<file path="src/rtl/dps_pkg.sv">
package dps_pkg;

	localparam int ID_W         = 64;
	localparam int NS_W         = 16;
	localparam int CNT_W        = 6;
	localparam int CAPACITY_DEF = 32;

	typedef enum logic [1:0] {
		CMD_ADD   = 2'd0,
		CMD_CLEAR = 2'd1,
		CMD_LIST  = 2'd2
	} cmd_t;

	typedef enum logic [1:0] {
		KIND_ADD     = 2'd0,
		KIND_CLEAR   = 2'd1,
		KIND_ENTRY   = 2'd2,
		KIND_SUMMARY = 2'd3
	} kind_t;

	typedef enum logic [1:0] {
		ST_ADDED   = 2'd0,
		ST_PRESENT = 2'd1,
		ST_REJECT  = 2'd2
	} status_t;

	typedef struct packed {
		logic [ID_W-1:0] lo;
		logic [ID_W-1:0] hi;
		logic [NS_W-1:0] ns;
	} entry_t;

	typedef struct packed {
		kind_t            kind;
		status_t          status;
		logic [ID_W-1:0]  low_id;
		logic [ID_W-1:0]  high_id;
		logic [NS_W-1:0]  ns;
		logic [CNT_W-1:0] stored;
		logic             trunc;
		logic [CNT_W-1:0] matched;
		logic [CNT_W-1:0] written;
		logic             last;
	} res_t;

endpackage

</file>
<file path="src/rtl/dedup_pair_set_core.sv">
// Channel   Signals                                          Handshake
// -------   -----------------------------------------------  -------------------------------
// command   command, first_id, second_id, namespace_tag,     beat taken when start && !busy
//           list_limit
// result    kind, status, low_id, high_id, entry_namespace,  valid high for one cycle per beat
//           stored_count, truncated_flag, matched_total,
//           written_count, last
//
// Clear, an add of an invalid pair and the unused command code are handled in idle; busy stays low.
// A valid add keeps busy high while the held pairs are scanned, ending early when a duplicate
// is found, and a list while every held pair is scanned: the single read port of the pair
// memory scans one entry a cycle. Each result is registered at the edge that updates the
// state and sits on the ports for the following cycle, so a new command may be taken while the
// last result of the previous one is on the ports.
// arst_n clears the count, the overflow flag and the sequencer; the pair memory is not cleared.
// The receiver cannot stall: every result beat lasts exactly one cycle.
module dedup_pair_set_core #(
	parameter int CAPACITY = dps_pkg::CAPACITY_DEF
) (
	input  logic                       clk,
	input  logic                       arst_n,
	input  logic                       start,
	output logic                       busy,
	input  logic [1:0]                 command,
	input  logic [dps_pkg::ID_W-1:0]   first_id,
	input  logic [dps_pkg::ID_W-1:0]   second_id,
	input  logic [dps_pkg::NS_W-1:0]   namespace_tag,
	input  logic [dps_pkg::CNT_W-1:0]  list_limit,
	output logic                       valid,
	output logic [1:0]                 kind,
	output logic [1:0]                 status,
	output logic [dps_pkg::ID_W-1:0]   low_id,
	output logic [dps_pkg::ID_W-1:0]   high_id,
	output logic [dps_pkg::NS_W-1:0]   entry_namespace,
	output logic [dps_pkg::CNT_W-1:0]  stored_count,
	output logic                       truncated_flag,
	output logic [dps_pkg::CNT_W-1:0]  matched_total,
	output logic [dps_pkg::CNT_W-1:0]  written_count,
	output logic                       last
);
	import dps_pkg::*;

	localparam int IDX_W = (CAPACITY > 1) ? $clog2(CAPACITY) : 1;
	localparam logic [CNT_W-1:0] CAP_CNT = CNT_W'(CAPACITY);

	typedef enum logic [1:0] {
		S_IDLE,
		S_ADD,
		S_LIST
	} state_t;

	state_t           state_q;
	logic [CNT_W-1:0] held_q;
	logic             ovf_q;
	logic [CNT_W-1:0] idx_q;
	logic             pend_q;
	logic [ID_W-1:0]  lo_q;
	logic [ID_W-1:0]  hi_q;
	logic [NS_W-1:0]  ns_q;
	logic [CNT_W-1:0] limit_q;
	logic [CNT_W-1:0] matched_q;
	logic [CNT_W-1:0] written_q;
	logic             valid_q;
	res_t             res_q;

	entry_t           pair_mem [CAPACITY];
	entry_t           rd_data_q;
	entry_t           wr_entry;

	logic             id_bad;
	logic             id_swap;
	logic             rd_en;
	logic             scan_done;
	logic             is_full;
	logic             dup_hit;
	logic             ns_hit;
	logic             mem_we;
	logic             emit;
	res_t             res_n;

	assign id_bad  = (first_id == '0) || (second_id == '0) || (first_id == second_id);
	assign id_swap = first_id > second_id;

	assign rd_en     = ((state_q == S_ADD) || (state_q == S_LIST)) && (idx_q < held_q);
	// All issued reads have been compared once nothing is in flight and nothing is left.
	assign scan_done = !pend_q && !rd_en;
	assign is_full   = held_q >= CAP_CNT;
	assign dup_hit   = pend_q && (rd_data_q.lo == lo_q) && (rd_data_q.hi == hi_q);
	assign ns_hit    = (ns_q == '0) || (rd_data_q.ns == ns_q);
	assign mem_we    = (state_q == S_ADD) && scan_done && !is_full;

	assign wr_entry = '{lo: lo_q, hi: hi_q, ns: ns_q};

	always_comb begin
		emit          = 1'b0;
		res_n         = '0;
		res_n.kind    = KIND_ADD;
		res_n.status  = ST_ADDED;
		res_n.stored  = held_q;
		res_n.trunc   = ovf_q;
		res_n.last    = 1'b1;
		case (state_q)
			S_IDLE: begin
				if (start) begin
					case (command)
						CMD_ADD: begin
							if (id_bad) begin
								emit         = 1'b1;
								res_n.status = ST_REJECT;
							end
						end
						CMD_CLEAR: begin
							emit         = 1'b1;
							res_n.kind   = KIND_CLEAR;
							res_n.stored = '0;
							res_n.trunc  = 1'b0;
						end
						default: ;
					endcase
				end
			end
			S_ADD: begin
				if (dup_hit) begin
					emit         = 1'b1;
					res_n.status = ST_PRESENT;
				end else if (scan_done) begin
					emit = 1'b1;
					if (is_full) begin
						res_n.status = ST_REJECT;
						res_n.trunc  = 1'b1;
					end else begin
						res_n.stored = held_q + CNT_W'(1);
					end
				end
			end
			S_LIST: begin
				if (scan_done) begin
					emit          = 1'b1;
					res_n.kind    = KIND_SUMMARY;
					res_n.matched = matched_q;
					res_n.written = written_q;
				end else if (pend_q && ns_hit && (written_q < limit_q)) begin
					emit          = 1'b1;
					res_n.kind    = KIND_ENTRY;
					res_n.low_id  = rd_data_q.lo;
					res_n.high_id = rd_data_q.hi;
					res_n.ns      = rd_data_q.ns;
					res_n.last    = 1'b0;
				end
			end
			default: ;
		endcase
	end

	always_ff @(posedge clk) begin
		if (mem_we) begin
			pair_mem[held_q[IDX_W-1:0]] <= wr_entry;
		end
		if (rd_en) begin
			rd_data_q <= pair_mem[idx_q[IDX_W-1:0]];
		end
	end

	always_ff @(posedge clk or negedge arst_n) begin
		if (!arst_n) begin
			state_q   <= S_IDLE;
			held_q    <= '0;
			ovf_q     <= 1'b0;
			idx_q     <= '0;
			pend_q    <= 1'b0;
			matched_q <= '0;
			written_q <= '0;
			valid_q   <= 1'b0;
		end else begin
			valid_q <= emit;
			if (emit) begin
				res_q <= res_n;
			end
			case (state_q)
				S_IDLE: begin
					if (start) begin
						idx_q  <= '0;
						pend_q <= 1'b0;
						case (command)
							CMD_ADD: begin
								lo_q <= id_swap ? second_id : first_id;
								hi_q <= id_swap ? first_id : second_id;
								ns_q <= namespace_tag;
								if (!id_bad) begin
									state_q <= S_ADD;
								end
							end
							CMD_CLEAR: begin
								held_q <= '0;
								ovf_q  <= 1'b0;
							end
							CMD_LIST: begin
								ns_q      <= namespace_tag;
								limit_q   <= list_limit;
								matched_q <= '0;
								written_q <= '0;
								state_q   <= S_LIST;
							end
							default: ;
						endcase
					end
				end
				S_ADD: begin
					if (rd_en) begin
						idx_q <= idx_q + CNT_W'(1);
					end
					pend_q <= rd_en;
					if (dup_hit) begin
						state_q <= S_IDLE;
					end else if (scan_done) begin
						if (is_full) begin
							ovf_q <= 1'b1;
						end else begin
							held_q <= held_q + CNT_W'(1);
						end
						state_q <= S_IDLE;
					end
				end
				S_LIST: begin
					if (rd_en) begin
						idx_q <= idx_q + CNT_W'(1);
					end
					pend_q <= rd_en;
					if (pend_q && ns_hit) begin
						matched_q <= matched_q + CNT_W'(1);
						if (written_q < limit_q) begin
							written_q <= written_q + CNT_W'(1);
						end
					end
					if (scan_done) begin
						state_q <= S_IDLE;
					end
				end
				default: state_q <= S_IDLE;
			endcase
		end
	end

	assign busy            = (state_q != S_IDLE);
	assign valid           = valid_q;
	assign kind            = res_q.kind;
	assign status          = res_q.status;
	assign low_id          = res_q.low_id;
	assign high_id         = res_q.high_id;
	assign entry_namespace = res_q.ns;
	assign stored_count    = res_q.stored;
	assign truncated_flag  = res_q.trunc;
	assign matched_total   = res_q.matched;
	assign written_count   = res_q.written;
	assign last            = res_q.last;

endmodule
</file>
<file path="config.mk">
export PLATFORM = sky130hd
export DESIGN_NAME = dedup_pair_set_core
export DESIGN_NICKNAME = d
export VERILOG_FILES = /design/src/rtl/dps_pkg.sv /design/src/rtl/dedup_pair_set_core.sv
export SDC_FILE = /design/constraint.sdc
export NUM_CORES = 2
export LEC_CHECK = 0
export BUFFER_PORTS_ARGS = -buffer_cell sky130_fd_sc_hd__buf_4
export CAP_MARGIN = 20
export CORE_MARGIN = 2
export CORE_UTILIZATION = 40
export CTS_CLUSTER_DIAMETER = 120
export DETAILED_ROUTE_END_ITERATION = 7
export GPL_TIMING_DRIVEN = 0
export RECOVER_POWER = 25
export SYNTH_ARGS = -nofsm -noshare
export SYNTH_HDL_FRONTEND = slang
export SYNTH_MEMORY_MAX_BITS = 65536
export SYNTH_SLANG_ARGS = --single-unit
</file>
<file path="constraint.sdc">
create_clock -name clk -period 17.7 [get_ports clk]
set_input_delay 3.54 -clock clk [delete_from_list [all_inputs] [get_ports clk]]
set_output_delay 3.54 -clock clk [all_outputs]
set_load 0.1 [all_outputs]
</file>
## Word-level counts from Yosys, hierarchy flattened

Memories as Yosys holds them, arrays and structs flattened. A register that Yosys moved wholly into a read port is not among the register bits.
Index checks and enable logic that the tools add are counted.
Widths: inputs -> output; s select.

| cells by class | value |
|---|---|
| bitwise logic cells | 2 |
| multiply operators | 0 |
| $add $sub $neg | 4 |
| $lt $le $gt $ge | 4 |
| shift-type cells | 0 |
| multiplexer cells | 59 |
| div/mod/pow operators | 0 |
| equality and inequality tests | 18 |
| reduce and logical (&&, ||, !) cells | 39 |

Operators with widths:

| cell | number |
|---|---|
| $eq 64x64->1 | 3 |
| $logic_not 64->1 | 2 |
| $mux 64 | 2 |
| $mux 6 | 12 |
| $gt 64x64->1 | 1 |
| $pmux 6 s2 | 4 |
| $mux 7 | 4 |
| $add 6x1->6 const B | 4 |
| $mux 2 | 11 |
| $eq 16x16->1 | 1 |
| $logic_not 16->1 | 1 |
| $mux 1 | 16 |
| $reduce_and 4->1 | 4 |
| $pmux 7 s2 | 1 |
| $lt 6x6->1 | 2 |
| $pmux 2 s2 | 3 |
| $ne 2x1->1 const B | 5 |
| $reduce_and 5->1 | 2 |
| $logic_and 1x1->1 | 8 |
| $reduce_bool 2->1 | 4 |
| $ge 6x6->1 const B | 1 |
| $ne 2x2->1 const B | 3 |
| $pmux 1 s2 | 3 |
| $pmux 2 s3 | 1 |
| 14 further kinds | 28 |

| word-level totals | value |
|---|---|
| ROM bits | 0 |
| output and inout bits | 170 |
| memories kept | 1 |
| bits in latches | 0 |
| word-level logic and storage cells | 149 |
| bits of input ports | 155 |
| bits in writable memories | 4,608 |
| flip-flop bits (word level) | 347 |

Memory list:

| memory | words | bits a word | read ports | clocked after Yosys merged registers in | write ports | line | RTL |
|---|---|---|---|---|---|---|---|
| pair_mem | 32 | 144 | 1 | 1 | 1 | dedup_pair_set_core.sv:66 | `entry_t pair_mem [CAPACITY];` |

## Longest topological paths before layout

| logic depth | value |
|---|---|
| depth after elaboration | 9 |
| gate-level depth with buffers | 11 |
| gate-level depth less buffers | 10 |

## Worst setup path before layout

Ideal clock, no wire load.

| path | value |
|---|---|
| path type | input-to-reg |
| start point | input port second_id[54] (netlist name) |
| end point | register res_q (netlist bit entry_namespace[0]) (enable) |
| data required time | 16.764 ns |
| setup time | 0.936 ns |
| buffers on the path | 0 |
| cell stages on the path | 9 |
| data arrival time | 17.164 ns |
| setup slack | -0.401 ns |
| cell sequence | inv_1 ha_1 nand4_2 nor4_4 nand3_1 o211ai_1 o21a_1 a2111oi_1 nor3b_1 |

| between the ends | value |
|---|---|
| word-level cells in the longest chain between the ends | 8 |
| elaborated cells on any way between the ends | 9 |
| classes of those cells | eq/ne: 1; mux: 4; reduce/logical: 4 |

RTL lines:

| item | line | RTL |
|---|---|---|
| from (decl) | dedup_pair_set_core.sv:26 | `input logic [dps_pkg::ID_W-1:0] second_id,` |
| $logic_not 64->1 | dedup_pair_set_core.sv:81 | `assign id_bad = (first_id == '0) \|\| (second_id == '0) \|\| (first_id == second_id);` |
| $logic_or 1x1->1 | dedup_pair_set_core.sv:81 |  |
| $logic_or 1x1->1 * | dedup_pair_set_core.sv:81 |  |
| $mux 1 * | dedup_pair_set_core.sv:107 | `if (id_bad) begin` |
| $pmux 1 s2 * | dedup_pair_set_core.sv:105 | `case (command)` |
| $mux 1 * | dedup_pair_set_core.sv:104 | `if (start) begin` |
| $pmux 1 s3 * | dedup_pair_set_core.sv:102 | `case (state_q)` |
| $reduce_and 2->1 (no source line) * | - |  |
| to (signal assigned) | dedup_pair_set_core.sv:177 | `res_q <= res_n;` |
| to (decl) | dedup_pair_set_core.sv:64 | `res_t res_q;` |

Every way passes the cells marked *; elsewhere a longest branch is shown, timed or not.
A chain may end at the register's enable or synchronous reset.

## Worst setup path in the final report

| path | value |
|---|---|
| start point | input port second_id[41] (netlist name) |
| end point | register res_q (netlist bit low_id[14]) (enable) |

Same word-level chain as after synthesis.

==> flow_summary_export.csv <==
group,metric,value,unit
floorplan,rows,258,
sta,rsz0062_at_grt,"false",
run,max_cap_viol_count,33,
yosys,async_reset_ff_share,0.569,%
setup_path,cp-end-kind,"flip-flop",
grt,antenna_found_initial,171,
setup_path,worstPathRequired,18.39,ns
yosys,avgSynthCellArea,23.1,sq um
yosys,synth_cell_types,68,
sta,clock.fmax,0.142,GHz
power,pwr-share-comb,21.5,%
setup_path,rrSetupSlack,10.85,ns
floorplan,start_util,40.1,%
finish,nets,10100,
floorplan,dieArea,500000,sq um
power,ir_worst_vdd,0.229,mV
grt,track_usage,25.0,%
power,p_leak,0.0729,uW
setup_path,r2r-end,"low_id[24]",
sta,slew_viol_final,1056,
yosys,synth_most_common_cell,"edfxtp_1",
sta,worst_pin_slew,1.78,ns
grt,grt_pass1_vias,98400,
cts,ctsHtreeMaxLevel,6,
worst_hold_path,min_path_cells,0,
power,clkPwrFrac,34.1,%
yosys,ys.flop_type,"edfxtp_1",
finish,drive_gt1_share,31.1,%
finish,final_cell_area,234000,sq um
yosys,ys_seq_area_share,77.4,%
yosys,yosysTopAreaCell,"edfxtp_1",
cts,clk_latency,1.09,ns
floorplan,die_x,707,um
route,drt_first_iter_violations,16000,
power,powerDensity,140,nW/um^2
route,drtAntennaViolNets,0,
cts,path_clk_slew,0.06,ns
cts,clockBufferDepth,4,
sta,period_share,39.9,%
route,drt_pass1_iterations,6,
yosys,yosysWarnings,0,
yosys,synth_edf_count,5070,
power,power.internal,22800,uW
place,dp_hpwl,452,mm
cts,cts_tree,"built",
yosys,syn_nets,8806,
route,wire_per_inst,37.7,um
outcome,outcome,"finished with violations",
worst_hold_path,hold_class,"reg2reg",
place,pre_cts_slack,9.85,ns
route,wl,639,mm
cts,cts_hold_buf,0,
power,switchingPower,9820,uW
route,drc,0,
place,placed_cell_area,216000,sq um
place,place.gp.congestion,0.911,
floorplan,core-area,493000,sq um
setup_path,worst_r2r_startpoint,"ns_q[14]",
yosys,ys_top_cells_by_area,"edfxtp_1, mux4_2, nand2_1",
yosys,synth_seq_cells,5099,
outcome,violations,"capacitance limit, slew limit",
power,switching_share,30.1,%
setup_path,critPathKind,"in2reg",
route,vias,102000,
yosys,synthCells,8566,
floorplan,io-pin-count,325,
cts,cts_buffers,540,
cts,cts_resized,0,
sta,hold_viol_final,0,
setup_path,cp-start-kind,"input pin",
yosys,synthTopCellsByCount,"edfxtp_1, mux4_2, nand2_1",
yosys,synth_top_area_share,77.1,%
power,seq_power_share,44.4,%
grt,grt_max_degree,82,
setup_path,cp.arrival,7.75,ns
sta,finalWorstSetupSlack,10.64,ns
yosys,netlist_area,198000,sq um
cts,cts-root-buf,"clkbuf_16",
worst_hold_path,hold_end,"pair_mem[4][24]",
grt,gr-total-overflow,0,
setup_path,reg2reg_depth,10,
sta,fin_hold_ws,0.481,ns
power,p_total,32600,uW
grt,grt_pass1_wl,849,mm
worst_hold_path,min_from,"hi_q[8]",
route,vias_per_cell,5.99,
cts,postCtsSetupBuffers,0,
place,place.port_buffers,324,
finish,area_growth,18.2,%
sta,fin_skew,0.106,ns
sta,tns,0,ns
sta,max-slew-margin-rel,-18.5,%
sta,min_period,7.06,ns
cts,cts_num_sinks,5099,
setup_path,crit_path_max_fanout,24,
floorplan,die_y,707,um
sta,setup_violations,0,
==> worst max-delay path: stages <==
cell	delay, ns
buf_4	0.13
nor4_1	0.92
nand4_1	0.54
or4_1	0.61
o211ai_1	0.36
o21a_1	0.23
nor2_1	0.10
nor3b_4	0.46
buf_6	0.22
buf_8	0.18
buf_16	0.18
buf_8	0.22
==> logic make-up after synthesis <==
| group | synth area share (%) |
|---|---|
| compound gates | 0.467 |
| simple gates | 2.68 |
| buf+inv | 1.14 |
| xor+xnor | 0.399 |
| fa+ha+maj | 0.538 |
| mux | 17.3 |
| flops | 77.4 |
==> registers in the layout (all words and copies together) (netlist names), 16 cells and up <==
signal,flops
entry_namespace,16
pair_mem,4608
ns_q,16
low_id,64
high_id,64
rd_data_q,144
lo_q,64
hi_q,64
==> metal layers <==
metal	vias up	global-route usage [%]	share of wire, %
met5	-	0	0.092
met3	1209	7.47	12
li1	39100	-	-
met2	6634	39.4	47
met1	54500	32.3	36
met4	86	10.9	4.6
==> worst max path at each step <==
stage                     slack (ns)  depth (start not counted)                 end          start
final                          10.64                         12          low_id[14]  second_id[41]
after global routing           10.68                         12          low_id[14]  second_id[41]
after global placement         -4.03                         10     pair_mem[5][82]      held_q[2]
after detailed placement        9.85                         12           low_id[0]  second_id[41]
after floorplan                 5.64                          9  entry_namespace[0]  second_id[54]
after CTS                      10.94                         12          low_id[15]  second_id[41]
==> metrics by stage <==
| stage | util (%) | std cells |
|---|---|---|
| 6_report | 47.4 | 17000 |
| 5_1_grt | 47.3 | 16800 |
| 4_1_cts | 47.3 | 16700 |
| 3_5_place_dp | 43.8 | 15800 |
| 3_3_place_gp | 42.2 | 15400 |
| 2_1_floorplan | - | 8566 |
==> power by group through the flow <==
stage	registers [uW]	clock network (uW)	logic, uW
final	14500	11100	7030
after global routing	14500	11700	7240
after CTS	14500	11200	6950
after detailed placement	14800	0	6930
after global placement	15000	0	6590
after floorplan	15300	0	3440
==> layout make-up <==
| cell class | count | area (sq um) |
|---|---|---|
| antenna | 136 | 340 |
| buffer | 399 | 1900 |
| clock buffer | 667 | 14200 |
| clock inverter | 304 | 2990 |
| fill | 39600 | 259000 |
| inverter | 102 | 390 |
| multi-input combinational | 2966 | 42600 |
| sequential | 5099 | 153000 |
| tap | 6500 | 8130 |
| timing repair buffer | 781 | 10100 |
==> cells in the final DEF (no fill, tap or decap), drive strengths merged, types with 6 or more instances in the layout <==
master / synthesis / layout
mux4: 1440 / 1440
bufinv: 0 / 39
xnor2: 72 / 72
clkinv: 1 / 225
or3: 7 / 7
nand2b: 107 / 107
mux2: 128 / 128
nor4: 64 / 64
nand3: 29 / 29
inv: 101 / 136
diode: 0 / 136
xor2: 18 / 18
and3: 12 / 12
clkbuf: 217 / 967
o211ai: 9 / 9
nor3: 14 / 14
nand4: 105 / 105
nor2: 74 / 74
and2: 143 / 143
dfrtp: 29 / 29
buf: 182 / 880
a21oi: 51 / 51
ha: 85 / 85
o21ai: 41 / 41
edfxtp: 5070 / 5070
nand2: 498 / 498
clkinvlp: 0 / 6
Note: power is estimated with default switching activity, not from simulation.
